===== src/hw/rtl/ecpa_pkg.sv =====
// Shared types, codes and fixed-point helpers of the element curl-pressure assembly.
// No dependencies; every other file in hw/rtl refers to this package by scoped name.
package ecpa_pkg;

   // Item kinds
   localparam logic [2:0] KIND_NODE      = 3'd0;
   localparam logic [2:0] KIND_TEST_SHP  = 3'd1;
   localparam logic [2:0] KIND_TRIAL_CRL = 3'd2;
   localparam logic [2:0] KIND_TEST_DOF  = 3'd3;
   localparam logic [2:0] KIND_TRIAL_DOF = 3'd4;
   localparam logic [2:0] KIND_COMPUTE   = 3'd5;

   localparam int FIELD_DOF_W = 20;
   localparam int NODE_CTR_W  = 6;
   localparam int FUNC_CTR_W  = 3;
   localparam logic [4:0] NODE_COUNT_RST = 5'd16;

   typedef struct packed {
      logic [2:0]               kind;
      logic [3:0]               node_index;
      logic [2:0]               func_index;
      logic signed [31:0]       jacobian;
      logic signed [31:0]       node_weight;
      logic signed [31:0]       coeff_value;
      logic signed [31:0]       shape_value;
      logic [FIELD_DOF_W-1:0]   dof_number;
      logic                     area_positive;
      logic [3:0]               test_count;
      logic [3:0]               trial_count;
   } req_item_type;

   typedef struct packed {
      logic [FIELD_DOF_W-1:0]   row_dof;
      logic [FIELD_DOF_W-1:0]   col_dof;
      logic signed [63:0]       entry_value;
      logic                     last;
      logic                     skipped;
   } rsp_item_type;

   // Controller to datapath commands
   typedef struct packed {
      logic                  wr_test;
      logic                  wr_trial;
      logic                  wr_test_dof;
      logic                  wr_trial_dof;
      logic                  nf_latch;
      logic                  nf_mode;
      logic                  mul_first;
      logic                  mul_second;
      logic                  nf_write;
      logic                  rd;
      logic                  acc_clr;
      logic                  acc_en;
      logic                  skip;
      logic                  last;
      logic [FUNC_CTR_W-1:0] test_idx;
      logic [FUNC_CTR_W-1:0] trial_idx;
      logic [NODE_CTR_W-1:0] node_idx;
   } cmd_type;

   // Floor a Q32.32 product to Q16.16 and saturate to 32 bits
   function automatic logic signed [31:0] sat_q16(input logic signed [63:0] p);
      logic signed [47:0] s;
      s = 48'(p >>> 16);
      if (s > 48'sd2147483647)
         return 32'sh7fffffff;
      else if (s < -48'sd2147483648)
         return 32'sh80000000;
      else
         return s[31:0];
   endfunction

   // Signed 64-bit add with saturation
   function automatic logic signed [63:0] sat_add64(input logic signed [63:0] a,
                                                   input logic signed [63:0] b);
      logic [64:0] s;
      s = {a[63], a} + {b[63], b};
      if (s[64] != s[63])
         return s[64] ? 64'sh8000000000000000 : 64'sh7fffffffffffffff;
      else
         return s[63:0];
   endfunction

endpackage


===== src/hw/rtl/ecpa_ctrl.sv =====
// Sequencer of the assembly: state machine, loop counters and node count register.
// Depends on ecpa_pkg; drives the command struct of ecpa_datapath.
module ecpa_ctrl #(
   parameter int MAX_NODES       = 16,
   parameter int MAX_TEST_FUNCS  = 8,
   parameter int MAX_TRIAL_FUNCS = 8
) (
   input  logic                   clock,
   input  logic                   reset,
   input  logic                   req_valid,
   input  ecpa_pkg::req_item_type req_data,
   output logic                   req_ready,
   output logic                   rsp_valid,
   input  logic                   rsp_ready,
   input  logic                   csr_valid,
   input  logic [4:0]             csr_data,
   output ecpa_pkg::cmd_type      cmd
);

   typedef enum logic [9:0] {
      S_IDLE = 10'b0000000001,
      S_NF1  = 10'b0000000010,
      S_NF2  = 10'b0000000100,
      S_NF3  = 10'b0000001000,
      S_PAIR = 10'b0000010000,
      S_RD   = 10'b0000100000,
      S_M1   = 10'b0001000000,
      S_M2   = 10'b0010000000,
      S_ACC  = 10'b0100000000,
      S_EMIT = 10'b1000000000
   } state_type;

   localparam int NW = ecpa_pkg::NODE_CTR_W;
   localparam int FW = ecpa_pkg::FUNC_CTR_W;

   state_type       state_ff, state_in;
   logic [4:0]      node_count_ff, node_count_in;
   logic [NW-1:0]   n_ff, n_in;
   logic [FW-1:0]   i_ff, i_in, j_ff, j_in;
   logic [3:0]      nt_ff, nt_in, nv_ff, nv_in;
   logic            skip_ff, skip_in;
   logic [NW-1:0]   nn;
   logic            accept, node_ok, func_test_ok, func_trial_ok, last_pair;

   assign req_ready = (state_ff == S_IDLE);
   assign rsp_valid = (state_ff == S_EMIT);
   assign accept    = req_valid && req_ready;

   assign nn = (32'(node_count_ff) > MAX_NODES) ? NW'(MAX_NODES) : NW'(node_count_ff);
   assign node_ok       = 32'(req_data.node_index) < MAX_NODES;
   assign func_test_ok  = 32'(req_data.func_index) < MAX_TEST_FUNCS;
   assign func_trial_ok = 32'(req_data.func_index) < MAX_TRIAL_FUNCS;
   assign last_pair = (i_ff == FW'(nt_ff - 4'd1)) && (j_ff == FW'(nv_ff - 4'd1));

   // Next state and counters
   always_comb begin
      state_in      = state_ff;
      node_count_in = csr_valid ? csr_data : node_count_ff;
      n_in          = n_ff;
      i_in          = i_ff;
      j_in          = j_ff;
      nt_in         = nt_ff;
      nv_in         = nv_ff;
      skip_in       = skip_ff;
      case (state_ff)
         S_IDLE: begin
            if (accept && req_data.kind == ecpa_pkg::KIND_NODE && node_ok) begin
               state_in = S_NF1;
            end else if (accept && req_data.kind == ecpa_pkg::KIND_COMPUTE) begin
               i_in = '0;
               j_in = '0;
               nt_in = (req_data.test_count == 4'd0) ? 4'd1 :
                       (32'(req_data.test_count) > MAX_TEST_FUNCS) ?
                       4'(MAX_TEST_FUNCS) : req_data.test_count;
               nv_in = (req_data.trial_count == 4'd0) ? 4'd1 :
                       (32'(req_data.trial_count) > MAX_TRIAL_FUNCS) ?
                       4'(MAX_TRIAL_FUNCS) : req_data.trial_count;
               skip_in  = !req_data.area_positive;
               state_in = req_data.area_positive ? S_PAIR : S_EMIT;
            end
         end
         S_NF1: state_in = S_NF2;
         S_NF2: state_in = S_NF3;
         S_NF3: state_in = S_IDLE;
         S_PAIR: begin
            n_in     = '0;
            state_in = (nn == '0) ? S_EMIT : S_RD;
         end
         S_RD:  state_in = S_M1;
         S_M1:  state_in = S_M2;
         S_M2:  state_in = S_ACC;
         S_ACC: begin
            if (n_ff == nn - NW'(1)) begin
               state_in = S_EMIT;
            end else begin
               n_in     = n_ff + NW'(1);
               state_in = S_RD;
            end
         end
         S_EMIT: begin
            if (rsp_ready) begin
               if (skip_ff || last_pair) begin
                  skip_in  = 1'b0;
                  state_in = S_IDLE;
               end else begin
                  state_in = S_PAIR;
                  if (j_ff == FW'(nv_ff - 4'd1)) begin
                     j_in = '0;
                     i_in = i_ff + FW'(1);
                  end else begin
                     j_in = j_ff + FW'(1);
                  end
               end
            end
         end
         default: state_in = S_IDLE;
      endcase
   end

   // Hold state
   always_ff @(posedge clock) begin
      if (reset) begin
         state_ff      <= S_IDLE;
         node_count_ff <= ecpa_pkg::NODE_COUNT_RST;
         skip_ff       <= 1'b0;
         n_ff          <= '0;
         i_ff          <= '0;
         j_ff          <= '0;
         nt_ff         <= 4'd1;
         nv_ff         <= 4'd1;
      end else begin
         state_ff      <= state_in;
         node_count_ff <= node_count_in;
         skip_ff       <= skip_in;
         n_ff          <= n_in;
         i_ff          <= i_in;
         j_ff          <= j_in;
         nt_ff         <= nt_in;
         nv_ff         <= nv_in;
      end
   end

   // Decode commands
   always_comb begin
      cmd              = '0;
      cmd.wr_test      = accept && req_data.kind == ecpa_pkg::KIND_TEST_SHP &&
                         node_ok && func_test_ok;
      cmd.wr_trial     = accept && req_data.kind == ecpa_pkg::KIND_TRIAL_CRL &&
                         node_ok && func_trial_ok;
      cmd.wr_test_dof  = accept && req_data.kind == ecpa_pkg::KIND_TEST_DOF && func_test_ok;
      cmd.wr_trial_dof = accept && req_data.kind == ecpa_pkg::KIND_TRIAL_DOF && func_trial_ok;
      cmd.nf_latch     = accept && req_data.kind == ecpa_pkg::KIND_NODE;
      cmd.nf_mode      = (state_ff == S_NF1) || (state_ff == S_NF2);
      cmd.mul_first    = (state_ff == S_NF1) || (state_ff == S_M1);
      cmd.mul_second   = (state_ff == S_NF2) || (state_ff == S_M2);
      cmd.nf_write     = (state_ff == S_NF3);
      cmd.rd           = (state_ff == S_RD);
      cmd.acc_clr      = (state_ff == S_PAIR);
      cmd.acc_en       = (state_ff == S_ACC);
      cmd.skip         = skip_ff;
      cmd.last         = skip_ff || last_pair;
      cmd.test_idx     = i_ff;
      cmd.trial_idx    = j_ff;
      cmd.node_idx     = n_ff;
   end

endmodule


===== config.mk =====
export PLATFORM = sky130hd
export DESIGN_NAME = ecpa_ctrl
export DESIGN_NICKNAME = d
export VERILOG_FILES = /design/src/hw/rtl/ecpa_pkg.sv /design/src/hw/rtl/ecpa_ctrl.sv
export SDC_FILE = /design/constraint.sdc
export NUM_CORES = 1
export LEC_CHECK = 0
export BUFFER_PORTS_ARGS = -buffer_cell sky130_fd_sc_hd__buf_2
export CORE_AREA = 2 2 79 81
export DETAILED_ROUTE_END_ITERATION = 16
export DIE_AREA = 0 0 81 83
export PLACE_DENSITY = 0.76
export SETUP_SLACK_MARGIN = 0.02
export SLEW_MARGIN = 15
export SYNTH_ARGS = -nofsm -noshare
export SYNTH_HDL_FRONTEND = slang
export SYNTH_SLANG_ARGS = --single-unit

===== constraint.sdc =====
create_clock -name clock -period 3.35 [get_ports clock]
set_input_delay 1.005 -clock clock [delete_from_list [all_inputs] [get_ports clock]]
set_output_delay 1.005 -clock clock [all_outputs]
set_load 0.01 [all_outputs]

==> metrics.txt <==
clk_lat worst skew=0.30 ns; post-cts hold buffer count=0; Synth Area in Simple Gates=0.3423; total CTS buffers=5; vias in the first global route=~1900; global route total overflow=0; Post-synth EDFFs=0; share of the synthesized area in the top cell type=0.3244; DIE AREA=0.006723 mm^2; top post-synthesis cells by area=dfxtp_1, nor2_1, a21oi_1; Ys Warns=0; largest net degree at the start of global routing=26; CTS tree=built; fin cells=372; Layout area overhead=18.96%; Critical Path Fanout Max=9; Worst slew margin=0.6511; row count=28; TNS Setup=0 ns; via count=1997; gr usage total=0.1632; Synth Instances=247; synthesized area per cell=8.495 um^2; DP HPWL=slightly below 4000 um; worst hold slack=0.4906 ns; DIE WIDTH=81 um; Post-Synth XOR/XNOR Area=0.07275; worst-path cell chain=or4_1 -> nor3_1 -> nand2_1 -> o21ai_0 -> buf_2; Slew Viols, Final=0; # IOs=roughly 210; CP max-delay cell=or4_1; final setup violation count=0; Mapped Area=0.002098 mm^2; Max Fclk=approximately 0.31 GHz; Core Region=about 0.0058 mm^2; first-pass GRT wire length=8687 um; Crit path max-delay family=simple AND/OR/NAND/NOR gates; Vias/cell=5.368; min-delay worst type=reg -> reg; Yosys reg bits=34; ant diodes=0; Setup Crit Path Kind=reg -> out; DP Cell Count=approximately 360; Place WS=0.4508 ns; metal1 wirelength=2336 um; Final period util=0.9553; WP data arrival=2.20 ns; CTS Root Cell=clkbuf_8; Port-buffer cells=49; pwr dens=419.7 mW/mm^2; DR DRC count=0; post-CTS setup buffer count=0; async set or reset register ratio after synthesis=0; Routed Antenna Nets=0; fill count=around 610; worst vdd ir=0.2454 mV; PostCTS Resize Cnt=0; syn_nets=between 400 and 500; main combinational cell family by area after synthesis=simple AND/OR/NAND/NOR gates; clock sink count=34; Total Wirelength=around 5200 um; CP Buf/Inv Count=1; synth unique cells=55; Leak=0.001056 uW; metal3 WL=327 um; Seq/Total Area, Yosys=0.3244; max_cap viols=0; Post-Synth Adder-Cell Area=0.03578; antenna violations before repair=0; nets@finish=479; initial core utilization=0.3608; Multi-input gate area=0.001336 mm^2; crit end category=output port; mux contribution to synthesized area=0.02862; routed len/inst=13.96 um; post-route setup slack=0.1497 ns; Synth area leader=dfxtp_1; Compound-Gate Fraction of Synth Area=0.1574; Fin. Hold Viols=0; RSZ-0062 raised after global routing=no; crit path launch type=register; uppermost layer routed=met4; initial DRC count=67; most common cell after layout, fill and taps aside=buf_2; Sequential Area=a little under 700 um^2; Worst Clk Skew=0.01069 ns; dominant synthesized flop cell=dfxtp_1; status=completed; Critical Path RT=2.34 ns; CTS Buffer Depth=2; GPL Wtd Cong=0.8414; Die Ht=83 um; Least-Margin Pin Slew=0.5189 ns; most frequent cells in the layout=buf_2, dfxtp_1, nor2_1; Initial DRT Pass Iterations=4; share of cells above drive strength 1=0.2424; Period minus WS final=3.200 ns; WL met2=2457 um; Clk pin slew, worst setup/hold paths=0.07 ns; max incr delay on CP=0.64 ns; Max H-tree Level=2
-- area by class of cell --
type / instances / share of cell area
Multi-Input combinational cell: 193 / 0.5353
Sequential cell: 34 / 0.2727
Timing Repair Buffer: 49 / 0.09825
Tap cell: 75 / 0.03759
Clock buffer: 7 / 0.03459
Inverter: 13 / 0.01955
Clock inverter: 1 / 0.002005
-- metrics by stage --
stage / area [um^2] / total power (uW) / utilization
2_1_floorplan: 2098 / 656.9 / -
3_3_place_gp: 2405 / 727.7 / 0.4135
3_5_place_dp: 2405 / 734.9 / 0.4135
4_1_cts: 2496 / 1051 / 0.4292
5_1_grt: 2496 / 1105 / 0.4292
6_report: 2496 / 1048 / 0.4292
-- worst paths after layout --
path                          from        to  slack (ns)  depth (start not counted)
setup reg to reg  node_count_ff[4]   n_ff[2]        0.97                          8
setup / recovery       state_ff[8]   cmd[19]        0.15                          5
hold / removal            nt_ff[1]  nt_ff[1]        0.49                          2
hold reg to reg           nt_ff[1]  nt_ff[1]        0.49                          2
-- power breakdown --
part / leakage, uW / switching, uW / total, uW / internal (uW)
clock network: 0.0000482 / 151 / 317 / 166
registers: 0.000276 / 25.5 / 446 / 421
logic: 0.000732 / 173 / 285 / 112
-- state kept, by name, summed over array words and instances, names as in the netlist --
| signal | count |
|---|---|
| node_count_ff | 5 |
| nv_ff | 3 |
| nt_ff | 3 |
| skip_ff | 1 |
| i_ff | 3 |
| n_ff | 6 |
| state_ff | 10 |
| j_ff | 3 |
-- metal layers --
metal  track usage  up-vias
met2        0.2615       54
li1              -     1003
met5             0        -
met3       0.04022        7
met1        0.2069      933
met4       0.06626        0
-- tightest hold or removal path: stages (launching register included) --
cell     delay (ns)
dfxtp_1        0.33
a21oi_1        0.06
nor2_1         0.07
-- kinds of logic after synthesis --
kind of cell,after synthesis
AOI/OAI and AO/OA,48
xor gates and xnor gates,14
adders and majority gates,6
buffers and inverters,20
DFF,34
muxes,6
and+or+nand+nor,119
-- cells in the mapped netlist, types with 3 or more instances --
cell / n
nor2_1: 30
nor2b_1: 4
clkbuf_1: 4
mux2i_1: 6
or3_1: 7
xor2_1: 3
nor4_1: 5
ha_1: 6
nand2b_1: 6
inv_1: 12
nand3_1: 8
nand2_1: 14
xnor2_1: 9
nor3b_1: 5
o21ai_0: 9
nor3_2: 3
a21oi_1: 16
nor4b_1: 4
dfxtp_1: 34
nor3_1: 11
o21ai_1: 3
(Power assumes the default switching activity.)
